<file path="src/sv/hcr_pkg.sv">
`timescale 1ns / 1ps
// ----------------------------------------------------------------------------
// hcr_pkg
// Types and codes shared by the height color ramp modules.
// ----------------------------------------------------------------------------
package hcr_pkg;

  typedef enum logic {
    OP_STOP_WRITE = 1'b0,
    OP_MAP        = 1'b1
  } hcr_op_e;

  typedef enum logic [1:0] {
    REG_LOWER_COLOR = 2'd0,
    REG_UPPER_COLOR = 2'd1,
    REG_STOP_COUNT  = 2'd2
  } hcr_reg_e;

  localparam logic [31:0] ColorReset = 32'h0000_00FF;
  localparam logic [3:0]  CountReset = 4'd1;

  typedef struct packed {
    logic               opcode;
    logic [2:0]         stop_index;
    logic signed [15:0] stop_height;
    logic [31:0]        stop_color;
    logic signed [15:0] sample_height;
  } hcr_in_t;

  typedef struct packed {
    logic [7:0] red;
    logic [7:0] green;
    logic [7:0] blue;
    logic [7:0] alpha;
  } hcr_out_t;

  typedef struct packed {
    logic               en;
    logic signed [15:0] height;
    logic [31:0]        color;
  } hcr_wr_t;

  typedef struct packed {
    logic signed [15:0] h;
    logic               head;
    logic               below;
    logic               over;
    logic               found;
    logic               first;
    logic signed [15:0] prev_h;
    logic [31:0]        prev_c;
    logic signed [15:0] h0;
    logic [31:0]        c0;
    logic signed [15:0] h1;
    logic [31:0]        c1;
  } hcr_tok_t;

  typedef struct packed {
    logic [7:0]  a;
    logic        neg;
    logic [23:0] prod;
  } hcr_chan_t;

endpackage

</file>
<file path="src/sv/hcr_cell.sv">
`timescale 1ns / 1ps
// ----------------------------------------------------------------------------
// hcr_cell
// One stop of the ramp: holds its height and color and checks the passing
// sample against them.
// ----------------------------------------------------------------------------
module hcr_cell (
  input  logic              clk_i,
  input  hcr_pkg::hcr_wr_t  wr_i,
  input  logic              active_i,
  input  logic              last_i,
  input  hcr_pkg::hcr_tok_t tok_i,
  output hcr_pkg::hcr_tok_t tok_o
);

  logic signed [15:0] height_q;
  logic [31:0]        color_q;
  hcr_pkg::hcr_tok_t  tok_d, tok_q;

  always_ff @(posedge clk_i) begin
    if (wr_i.en) begin
      height_q <= wr_i.height;
      color_q  <= wr_i.color;
    end
    tok_q <= tok_d;
  end

  always_comb begin
    tok_d        = tok_i;
    tok_d.head   = 1'b0;
    tok_d.prev_h = height_q;
    tok_d.prev_c = color_q;
    if (active_i && !tok_i.found && (tok_i.h <= height_q)) begin
      tok_d.found = 1'b1;
      tok_d.first = tok_i.head;
      tok_d.h0    = tok_i.prev_h;
      tok_d.c0    = tok_i.prev_c;
      tok_d.h1    = height_q;
      tok_d.c1    = color_q;
    end
    if (tok_i.head && (tok_i.h < height_q)) begin
      tok_d.below = 1'b1;
    end
    if (last_i && (tok_i.h > height_q)) begin
      tok_d.over = 1'b1;
    end
  end

  assign tok_o = tok_q;

endmodule

</file>
<file path="src/sv/hcr_interp.sv">
`timescale 1ns / 1ps
// ----------------------------------------------------------------------------
// hcr_interp
// Four-channel floored interpolation: restoring division, one quotient bit
// per cycle, eight quotient bits per channel.
// ----------------------------------------------------------------------------
module hcr_interp (
  input  logic               clk_i,
  input  logic               rst_ni,
  input  logic               start_i,
  input  hcr_pkg::hcr_chan_t chan_i [4],
  input  logic [15:0]        den_i,
  output logic               done_o,
  output logic [31:0]        color_o
);

  logic               busy_q, done_q;
  logic [2:0]         bit_q;
  logic [15:0]        den_q;
  logic [23:0]        rem_q [4];
  logic [7:0]         quo_q [4];
  logic [7:0]         a_q   [4];
  logic               neg_q [4];
  logic [23:0]        trial;
  logic               ge    [4];

  assign trial = {8'b0, den_q} << bit_q;

  always_comb begin
    for (int c = 0; c < 4; c++) begin
      ge[c] = rem_q[c] >= trial;
    end
  end

  always_ff @(posedge clk_i or negedge rst_ni) begin
    if (!rst_ni) begin
      busy_q <= 1'b0;
      done_q <= 1'b0;
      bit_q  <= 3'd0;
    end else begin
      done_q <= 1'b0;
      if (start_i) begin
        busy_q <= 1'b1;
        bit_q  <= 3'd7;
      end else if (busy_q) begin
        bit_q <= bit_q - 3'd1;
        if (bit_q == 3'd0) begin
          busy_q <= 1'b0;
          done_q <= 1'b1;
        end
      end
    end
  end

  always_ff @(posedge clk_i) begin
    if (start_i) begin
      den_q <= den_i;
      for (int c = 0; c < 4; c++) begin
        rem_q[c] <= chan_i[c].prod;
        quo_q[c] <= 8'd0;
        a_q[c]   <= chan_i[c].a;
        neg_q[c] <= chan_i[c].neg;
      end
    end else if (busy_q) begin
      for (int c = 0; c < 4; c++) begin
        if (ge[c]) begin
          rem_q[c]        <= rem_q[c] - trial;
          quo_q[c][bit_q] <= 1'b1;
        end
      end
    end
  end

  always_comb begin
    for (int c = 0; c < 4; c++) begin
      if (neg_q[c]) begin
        color_o[31-8*c -: 8] = a_q[c] - quo_q[c] - {7'b0, (rem_q[c] != 24'd0)};
      end else begin
        color_o[31-8*c -: 8] = a_q[c] + quo_q[c];
      end
    end
  end

  assign done_o = done_q;

endmodule

</file>
<file path="src/sv/height_color_ramp_top.sv">
`timescale 1ns / 1ps
// ----------------------------------------------------------------------------
// height_color_ramp_top
// Maps signed elevation samples to RGBA through a table of height/color stops.
// ----------------------------------------------------------------------------
// Input channel (in_valid_i/in_ready_o/in_data_i): opcode selects a stop
// write, which loads one cell of the stop chain and gives no result, or a
// map of sample_height, which gives one RGBA transfer on the output channel.
// Configuration channel: lower_color, upper_color and stop_count, to be
// written while the block is idle (not enforced); cfg_ready_o is always high.
// One item is in flight at a time. A stop write leaves the block idle. A map
// walks the sample down the chain of MAX_STOPS cells, one cell per cycle,
// then an evaluate state; an interpolated color adds a divider load, eight
// bit-serial divider steps and a done strobe; the result register follows.
// The output register holds the result until out_ready_i; the next item is
// taken while it waits, but a new result holds until the register frees.
// Reset clears control state and restores the configuration registers;
// stops hold nothing defined until written.
// ----------------------------------------------------------------------------
module height_color_ramp_top #(
  parameter int MAX_STOPS = 8
) (
  input  logic             clk_i,
  input  logic             rst_ni,
  input  logic             in_valid_i,
  output logic             in_ready_o,
  input  hcr_pkg::hcr_in_t in_data_i,
  output logic             out_valid_o,
  input  logic             out_ready_i,
  output hcr_pkg::hcr_out_t out_data_o,
  input  logic             cfg_valid_i,
  output logic             cfg_ready_o,
  input  logic [1:0]       cfg_index_i,
  input  logic [31:0]      cfg_data_i
);

  localparam int CntW = $clog2(MAX_STOPS);

  typedef enum logic [4:0] {
    ST_IDLE = 5'b00001,
    ST_WALK = 5'b00010,
    ST_EVAL = 5'b00100,
    ST_DIV  = 5'b01000,
    ST_DONE = 5'b10000
  } state_e;

  state_e              state_q, state_d;
  logic [CntW-1:0]     cnt_q;
  logic [31:0]         lower_q, upper_q;
  logic [3:0]          count_q;
  logic [31:0]         color_q;
  logic                out_valid_q;
  hcr_pkg::hcr_out_t   out_q;
  hcr_pkg::hcr_tok_t   tok [MAX_STOPS+1];
  hcr_pkg::hcr_tok_t   fin_q;
  hcr_pkg::hcr_chan_t  chan_q [4];
  logic [15:0]         den_q;
  logic                start_q;
  logic                div_done;
  logic [31:0]         div_color;
  logic                in_fire, map_fire, wr_fire, out_free;
  logic [3:0]          n_eff;
  logic signed [16:0]  t_full, den_full;

  assign in_ready_o  = (state_q == ST_IDLE);
  assign in_fire     = in_valid_i && in_ready_o;
  assign map_fire    = in_fire && (in_data_i.opcode == hcr_pkg::OP_MAP);
  assign wr_fire     = in_fire && (in_data_i.opcode == hcr_pkg::OP_STOP_WRITE);
  assign cfg_ready_o = 1'b1;
  assign out_free    = !out_valid_q || out_ready_i;
  assign n_eff       = (count_q == 4'd0) ? 4'd1 : count_q;

  always_comb begin
    tok[0]        = '0;
    tok[0].h      = in_data_i.sample_height;
    tok[0].head   = 1'b1;
  end

  for (genvar k = 0; k < MAX_STOPS; k++) begin : g_cell
    hcr_pkg::hcr_wr_t wr;
    logic             active, last;
    assign wr.en     = wr_fire && (32'(in_data_i.stop_index) == k);
    assign wr.height = in_data_i.stop_height;
    assign wr.color  = in_data_i.stop_color;
    assign active    = (k == 0) || (32'(count_q) > k);
    assign last      = (k == MAX_STOPS - 1) ? (32'(n_eff) >= MAX_STOPS)
                                            : (32'(n_eff) == k + 1);
    hcr_cell u_cell (
      .clk_i    (clk_i),
      .wr_i     (wr),
      .active_i (active),
      .last_i   (last),
      .tok_i    (tok[k]),
      .tok_o    (tok[k+1])
    );
  end

  assign t_full   = 17'(fin_q.h) - 17'(fin_q.h0);
  assign den_full = 17'(fin_q.h1) - 17'(fin_q.h0);

  hcr_interp u_interp (
    .clk_i   (clk_i),
    .rst_ni  (rst_ni),
    .start_i (start_q),
    .chan_i  (chan_q),
    .den_i   (den_q),
    .done_o  (div_done),
    .color_o (div_color)
  );

  always_comb begin
    state_d = state_q;
    unique case (state_q)
      ST_IDLE: if (map_fire) state_d = ST_WALK;
      ST_WALK: if (cnt_q == CntW'(MAX_STOPS - 1)) state_d = ST_EVAL;
      ST_EVAL: begin
        if (fin_q.below || fin_q.over || fin_q.first) begin
          state_d = ST_DONE;
        end else begin
          state_d = ST_DIV;
        end
      end
      ST_DIV:  if (div_done) state_d = ST_DONE;
      ST_DONE: if (out_free) state_d = ST_IDLE;
      default: state_d = ST_IDLE;
    endcase
  end

  always_ff @(posedge clk_i or negedge rst_ni) begin
    if (!rst_ni) begin
      state_q     <= ST_IDLE;
      cnt_q       <= '0;
      lower_q     <= hcr_pkg::ColorReset;
      upper_q     <= hcr_pkg::ColorReset;
      count_q     <= hcr_pkg::CountReset;
      out_valid_q <= 1'b0;
      start_q     <= 1'b0;
    end else begin
      state_q <= state_d;
      start_q <= 1'b0;
      if (cfg_valid_i) begin
        unique case (cfg_index_i)
          hcr_pkg::REG_LOWER_COLOR: lower_q <= cfg_data_i;
          hcr_pkg::REG_UPPER_COLOR: upper_q <= cfg_data_i;
          hcr_pkg::REG_STOP_COUNT:  count_q <= cfg_data_i[3:0];
          default: ;
        endcase
      end
      if (map_fire) begin
        cnt_q <= '0;
      end else if (state_q == ST_WALK) begin
        cnt_q <= cnt_q + 1'b1;
      end
      if (state_q == ST_EVAL && state_d == ST_DIV) begin
        start_q <= 1'b1;
      end
      if (out_valid_q && out_ready_i) begin
        out_valid_q <= 1'b0;
      end
      if (state_q == ST_DONE && out_free) begin
        out_valid_q <= 1'b1;
      end
    end
  end

  always_ff @(posedge clk_i) begin
    if (state_q == ST_WALK && cnt_q == CntW'(MAX_STOPS - 1)) begin
      fin_q <= tok[MAX_STOPS];
    end
    if (state_q == ST_EVAL) begin
      den_q <= den_full[15:0];
      for (int c = 0; c < 4; c++) begin
        logic [7:0]        a, b;
        logic signed [8:0] d;
        logic [7:0]        mag;
        a   = fin_q.c0[31-8*c -: 8];
        b   = fin_q.c1[31-8*c -: 8];
        d   = $signed({1'b0, b}) - $signed({1'b0, a});
        mag = d[8] ? 8'(-d) : d[7:0];
        chan_q[c].a    <= a;
        chan_q[c].neg  <= d[8];
        chan_q[c].prod <= mag * t_full[15:0];
      end
      if (fin_q.below) begin
        color_q <= lower_q;
      end else if (fin_q.over) begin
        color_q <= upper_q;
      end else begin
        color_q <= fin_q.c1;
      end
    end
    if (state_q == ST_DIV && div_done) begin
      color_q <= div_color;
    end
    if (state_q == ST_DONE && out_free) begin
      out_q <= color_q;
    end
  end

  assign out_valid_o = out_valid_q;
  assign out_data_o  = out_q;

endmodule
</file>
<file path="config.mk">
export PLATFORM = sky130hd
export DESIGN_NAME = height_color_ramp_top
export DESIGN_NICKNAME = d
export VERILOG_FILES = /design/src/sv/hcr_pkg.sv /design/src/sv/hcr_cell.sv /design/src/sv/hcr_interp.sv /design/src/sv/height_color_ramp_top.sv
export SDC_FILE = /design/constraint.sdc
export NUM_CORES = 2
export LEC_CHECK = 0
export BUFFER_PORTS_ARGS = -buffer_cell sky130_fd_sc_hd__buf_2
export CAP_MARGIN = 10
export CORE_MARGIN = 2
export CORE_UTILIZATION = 60
export DETAILED_ROUTE_END_ITERATION = 8
export MAX_ROUTING_LAYER = met4
export PLACE_DENSITY = 0.76
export SYNTH_ARGS = -nofsm -noshare
export SYNTH_HDL_FRONTEND = slang
export SYNTH_SLANG_ARGS = --single-unit
export TNS_END_PERCENT = 1
</file>
<file path="constraint.sdc">
create_clock -name clk_i -period 19.7 [get_ports clk_i]
set_input_delay 2.955 -clock clk_i [delete_from_list [all_inputs] [get_ports clk_i]]
set_output_delay 2.955 -clock clk_i [all_outputs]
set_load 0.03 [all_outputs]
</file>
* Yosys cells after proc, flatten, opt, wreduce, memory -nomap -nowiden
Memories as Yosys holds them, arrays and structs flattened.
Index checks and enable logic that the tools add are counted.
** Word-level totals
- Output and inout bits :: 35
- Flip-flop bits (word level) :: 2025
- Memory bits (writable) :: 164
- Memories kept :: 4
- Logic and storage cells :: 431
- Input bits :: 107
** Memories
- u_interp.rem_q :: words 4, bits a word 24, read ports 4, clocked after memory_dff 0, write ports 4, RTL line hcr_interp.sv:20 : logic [23:0] rem_q [4];
- u_interp.a_q :: words 4, bits a word 8, read ports 4, clocked after memory_dff 0, write ports 4, RTL line hcr_interp.sv:22 : logic [7:0] a_q [4];
- u_interp.quo_q :: words 4, bits a word 8, read ports 4, clocked after memory_dff 0, write ports 4, RTL line hcr_interp.sv:21 : logic [7:0] quo_q [4];
- u_interp.neg_q :: words 4, bits a word 1, read ports 4, clocked after memory_dff 0, write ports 4, RTL line hcr_interp.sv:23 : logic neg_q [4];
** Cells by class
- Mux-type cells :: 102
- $mul :: 4
- $add $sub $neg :: 28
- Shift-type cells :: 1
- Equality and inequality tests :: 23
- Reductions and logical operators :: 65
- Magnitude comparators :: 31
- Bitwise operators :: 37
** Operator list (number)
- $mux W96 :: 7
- $gt A16 B16 Y1 :: 8
- $le A16 B16 Y1 :: 8
- $mux W32 :: 4
- $ge A24 B24 Y1 :: 4
- $mul A8 B16 Y24 :: 4
- $mux W24 :: 4
- $mux W8 :: 12
- $reduce_bool A24 Y1 :: 4
- $sub A24 B24 Y24 :: 4
- $mux W1 :: 62
- $logic_and A1 B1 Y1 :: 39
- $or A1 B1 Y1 :: 36
- $sub A8 B8 Y9 :: 4
- $add A8 B8 Y8 :: 4
- $neg A8 Y8 :: 4
- $sub A16 B16 Y16 :: 2
- $sub A8 B1 Y8 :: 4
- $sub A8 B8 Y8 :: 4
- $mux W5 :: 5
- $pmux W5 S5 :: 1
- $shl A16 B3 Y24 :: 1
- $eq A4 B3 Y1 const B :: 4
- $gt A4 B3 Y1 const B :: 4
- other kinds (32) :: 58

* Depth between registers and ports, before layout
- Word-level depth :: 8
- Depth in mapped cells :: 31
- Mapped depth without buffers :: 30

* Hierarchy
A second synthesis with hierarchy kept.
** Second synthesis, totals
- Cell total of the unflattened synthesis :: 7885
- Area, all modules :: 99998.4 µm²
** By module, submodules not included
- hcr_cell :: seq. area each 4724.5 µm², times used 8, cells each 385, area an instance 6374.9 µm²
- height_color_ramp_top :: seq. area each 11793.8 µm², times used 1, cells each 3198, area an instance 33587.2 µm²
- hcr_interp :: seq. area each 5290.1 µm², times used 1, cells each 1607, area an instance 15412.3 µm²

* Least setup slack after synthesis
OpenSTA, ideal clock, no wires.
- Path type :: in2reg
- Start point :: input in_valid_i
- End point :: register g_cell[0].u_cell.color_q[0] (enable)
- Library setup time :: 0.513 ns
- Path buffers :: 0
- Required time :: 19.187 ns
- Setup slack :: 12.517 ns
- Stages :: 3
- Arrival time :: 6.670 ns
- Cell sequence :: nand2_1 -> or3_1 -> nor3_1
** RTL lines
- start, declared :: RTL line height_color_ramp_top.sv:25 : input logic in_valid_i,
- end signal, assigned :: RTL line hcr_cell.sv:23 : color_q <= wr_i.color;
- end, declared :: RTL line hcr_cell.sv:17 : logic [31:0] color_q;

* Final worst setup path
- Start point :: register fin_q[149] (netlist bit)
- End point :: register chan_q[89] (netlist bit), data pin
** On the way
- Word-level cells in the longest chain between the ends :: 2
** Ends and longest elaborated chain
- start, declared :: RTL line height_color_ramp_top.sv:55 : hcr_pkg::hcr_tok_t fin_q;
- start signal, assigned :: RTL line height_color_ramp_top.sv:168 : fin_q <= tok[MAX_STOPS];
- $sub A16 B16 Y16 :: RTL line height_color_ramp_top.sv:98 : assign t_full = 17'(fin_q.h) - 17'(fin_q.h0);
- $mul A8 B16 Y24 :: RTL line height_color_ramp_top.sv:182 : chan_q[c].prod <= mag * t_full[15:0];
- end, declared :: RTL line height_color_ramp_top.sv:56 : hcr_pkg::hcr_chan_t chan_q [4];
Every way passes these cells.
A chain may end at the register's enable or synchronous reset.

==> results.tsv <==
metric	value	unit
status	complete, no violations	
rsz0062_at_grt	no	
post-route-cell-area	106000	sq um
avgSynthCellArea	12.5	sq um
clkSlewWorstSetupHoldPaths	70	ps
crit_path_start_kind	flop	
cp-startpoint	fin_q[149]$_DFFE_PP_	
cts-root-buf	clkbuf_16	
grt_usage	26.9	%
synth_edf_count	867	
nNetsFinal	8797	
gp_congestion	0.924	
synth_nets	8602	
dr_total_vias	55800	
via_per_inst	5.56	
port_buffers	140	
finish.utilization	66.8	%
async_flop_share	3.79	%
fin_crit	7840	ps
r2r-end	chan_q[89]$_DFFE_PP_	
wirelength	212	mm
drive_gt1_share	18.0	%
vdd_drop_max	117	uV
cts.sinks	2188	
cts_buffer_depth	3	
htree_levels	4	
worst-setup-path-type	flop to flop	
grt-ovfl-total	0	
cts_buffers	203	
power	9860	uW
end_kind	flop	
dr.pass1.iters	5	
grt_start_max_net_pins	86	
fp.dieH	402	um
fin_crit_sh	39.8	%
cts_hold_buf	0	
min_path_type	flop to flop	
synth_ff_type	dfxtp_1	
core-area	158000	sq um
clk_latency	840	ps
worstSetupEndpoint	chan_q[89]$_DFFE_PP_	
ys_types	92	
post_cts_resized	0	
grt_pass1_wl	329	mm
cts_setup_buffers	0	
tightestPinTransition	1200	ps
slew_headroom	19.7	%
crit_family	adder cells	
critical_path_buf_inv_count	5	
power.density	93.4	nW/um^2
reg2regPathDepth	27	
synth_warnings	0	
tns	0	ps
cp_common_cell	fa_1	
worstSetupPathDepth	27	
cts_tree	built	
drc	0	
worstPathArrival	8410	ps
rrSetupSlack	11860	ps
cellLeakagePower	0.0448	uW
netlist_area	95200	sq um
syn_inst	7595	
ys_ff_latch	2188	
clock_skew	92.3	ps
dpl_cell_area	98500	sq um
cap_violations	0	
wl_per_cell	21.1	um
critical_path.max_stage_delay	560	ps
yosysSeqAreaShare	55.6	%
slew_violations	0	
setup_viol	0	
start_util	60.2	%
grt_pass1_vias	57200	
worstReg2RegStart	fin_q[149]$_DFFE_PP_	
grt_antenna_before_repair	5	
die_w	402	um
fp.dieArea	162000	sq um
nFillCells	11200	
crit_path_max_fanout	24	
required	20260	ps
drt_iter0_drc	4058	
dp.cells	9656	
ant_nets	0	
hold_viol	0	
dp.final_hpwl	150	mm
fp-row-count	146	
io_pins	142	
finalNonFillerCells	10000	
clock.fmax	0.127	GHz
area_growth	10.9	%
slowest_stage	fa_1	
==> registers in the layout, indices dropped and copies added, names as in the netlist, 32 cells and up <==
| register | flops |
|---|---|
| chan_q | 132 |
| color_q | 32 |
| fin_q | 115 |
| g_cell.u_cell.color_q | 256 |
| g_cell.u_cell.height_q | 128 |
| g_cell.u_cell.tok_o | 1214 |
| lower_q | 32 |
| out_data_o | 32 |
| u_interp.a_q | 32 |
| u_interp.quo_q | 32 |
| u_interp.rem_q | 96 |
| upper_q | 32 |
==> Yosys cell counts, types with 19 or more instances <==
library cell  number  area [sq um]
o31ai_1           20           150
o21a_1            50           375
inv_1            760          2850
nand2_1          275          1030
fa_1             358          7170
ha_1             542          6780
mux2_1            19           214
o22ai_1           20           125
dfxtp_1         1238         24800
dfrtp_1           65          1630
a21oi_1          273          1370
clkbuf_1         161           604
buf_2             64           320
nor2_1           545          2050
xnor2_1          183          1600
mux2i_1           63           631
o211ai_1          27           203
mux2_2           687          7740
or3_1             20           125
and3_1            29           181
nand4_1           36           225
o21bai_1          48           360
nand2b_1         123           769
nor3_1            66           330
nor2b_1           50           313
a21o_1           133           998
edfxtp_1         867         26000
xor2_1            99           867
nand3_1           50           250
a31oi_1           31           194
or2_2             98           613
a211oi_1          28           210
o21ai_1           19          95.1
nor4_1            28           175
o21ai_0          221          1110
and2_1            89           557
==> layer usage <==
| metal | vias to the layer above | share of wire [%] | GRT usage [%] |
|---|---|---|---|
| li1 | 26400 | - | - |
| met1 | 27400 | 45 | 36.7 |
| met2 | 1628 | 46 | 41.9 |
| met3 | 396 | 5.2 | 3.73 |
| met4 | 0 | 3.4 | 8.85 |
| met5 | - | 0 | - |
==> power by group <==
part	internal, uW	total [uW]	switching (uW)
registers	5090	5220	134
clock network	2340	4050	1710
logic	317	594	276
==> cell families (layout without fill, tap and decap cells) <==
logic type	after synthesis	after routing	synth area share, %
adders and majority gates	900	900	14.7
xor gates and xnor gates	283	283	2.61
other	1	4	0.00394
muxes	773	773	9.11
buffers and inverters	1012	1385	4.13
AOI/OAI and AO/OA	981	981	6.52
DFF	2188	2188	55.6
and+or+nand+nor	1457	1457	7.37
==> worst min-delay path by stage <==
stage               slack, ps  cells after the start                                   to                              startpoint
finish                    330                      0  g_cell[5].u_cell.tok_o[127]$_DFF_P_  g_cell[5].u_cell.color_q[31]$_DFFE_PP_
global route              340                      0  g_cell[6].u_cell.tok_o[104]$_DFF_P_   g_cell[6].u_cell.color_q[8]$_DFFE_PP_
CTS                       330                      0  g_cell[5].u_cell.tok_o[121]$_DFF_P_  g_cell[5].u_cell.color_q[25]$_DFFE_PP_
detailed placement        310                      0  g_cell[2].u_cell.tok_o[147]$_DFF_P_     g_cell[1].u_cell.tok_o[147]$_DFF_P_
global placement          310                      0  g_cell[1].u_cell.tok_o[147]$_DFF_P_     g_cell[0].u_cell.tok_o[147]$_DFF_P_
floorplan                 310                      0  g_cell[1].u_cell.tok_o[147]$_DFF_P_     g_cell[0].u_cell.tok_o[147]$_DFF_P_
==> metrics by stage <==
step	hold WS (ps)	setup slack (ps)
final	331	11860
after global routing	342	11420
after CTS	328	11680
after detailed placement	314	11590
after global placement	313	11810
after floorplan	310	12520
==> worst reg2reg max path: stages, from the launching register on <==
cell and delay [ps]:
edfxtp_1 360, inv_1 70, ha_1 160, inv_1 60, fa_1 420, a21o_1 190
a21oi_1 460, o21bai_1 170, a31oi_1 330, o21ai_0 220, xnor2_2 450, buf_4 440
nor2_1 160, fa_1 560, inv_1 60, fa_1 490, fa_1 490, inv_1 50
fa_1 430, ha_1 350, or2_2 310, a31oi_1 220, a211oi_1 90, o21a_1 200
o21a_1 200, o221a_2 270, o41a_1 330, xnor2_1 130
==> placed cells by master (no fill, tap or decap), types with 210 or more instances in the layout <==
cell,count
dfxtp_1,1238
edfxtp_1,867
inv_1,759
mux2_2,687
ha_1,542
nor2_1,537
fa_1,358
nand2_1,275
a21oi_1,273
o21ai_0,220
clkbuf_16,210
==> final cells by class <==
class	count	area, sq um	area share (%)
clock inverter	95	1210	1.15
sequential	2188	52900	50.1
inverter	762	2870	2.71
clock buffer	288	5890	5.58
timing repair buffer	240	1470	1.39
tap	2072	2590	2.46
antenna	3	7.51	0.00711
multi-input combinational	4395	38600	36.6
Note: power is estimated with default switching activity, not from simulation.
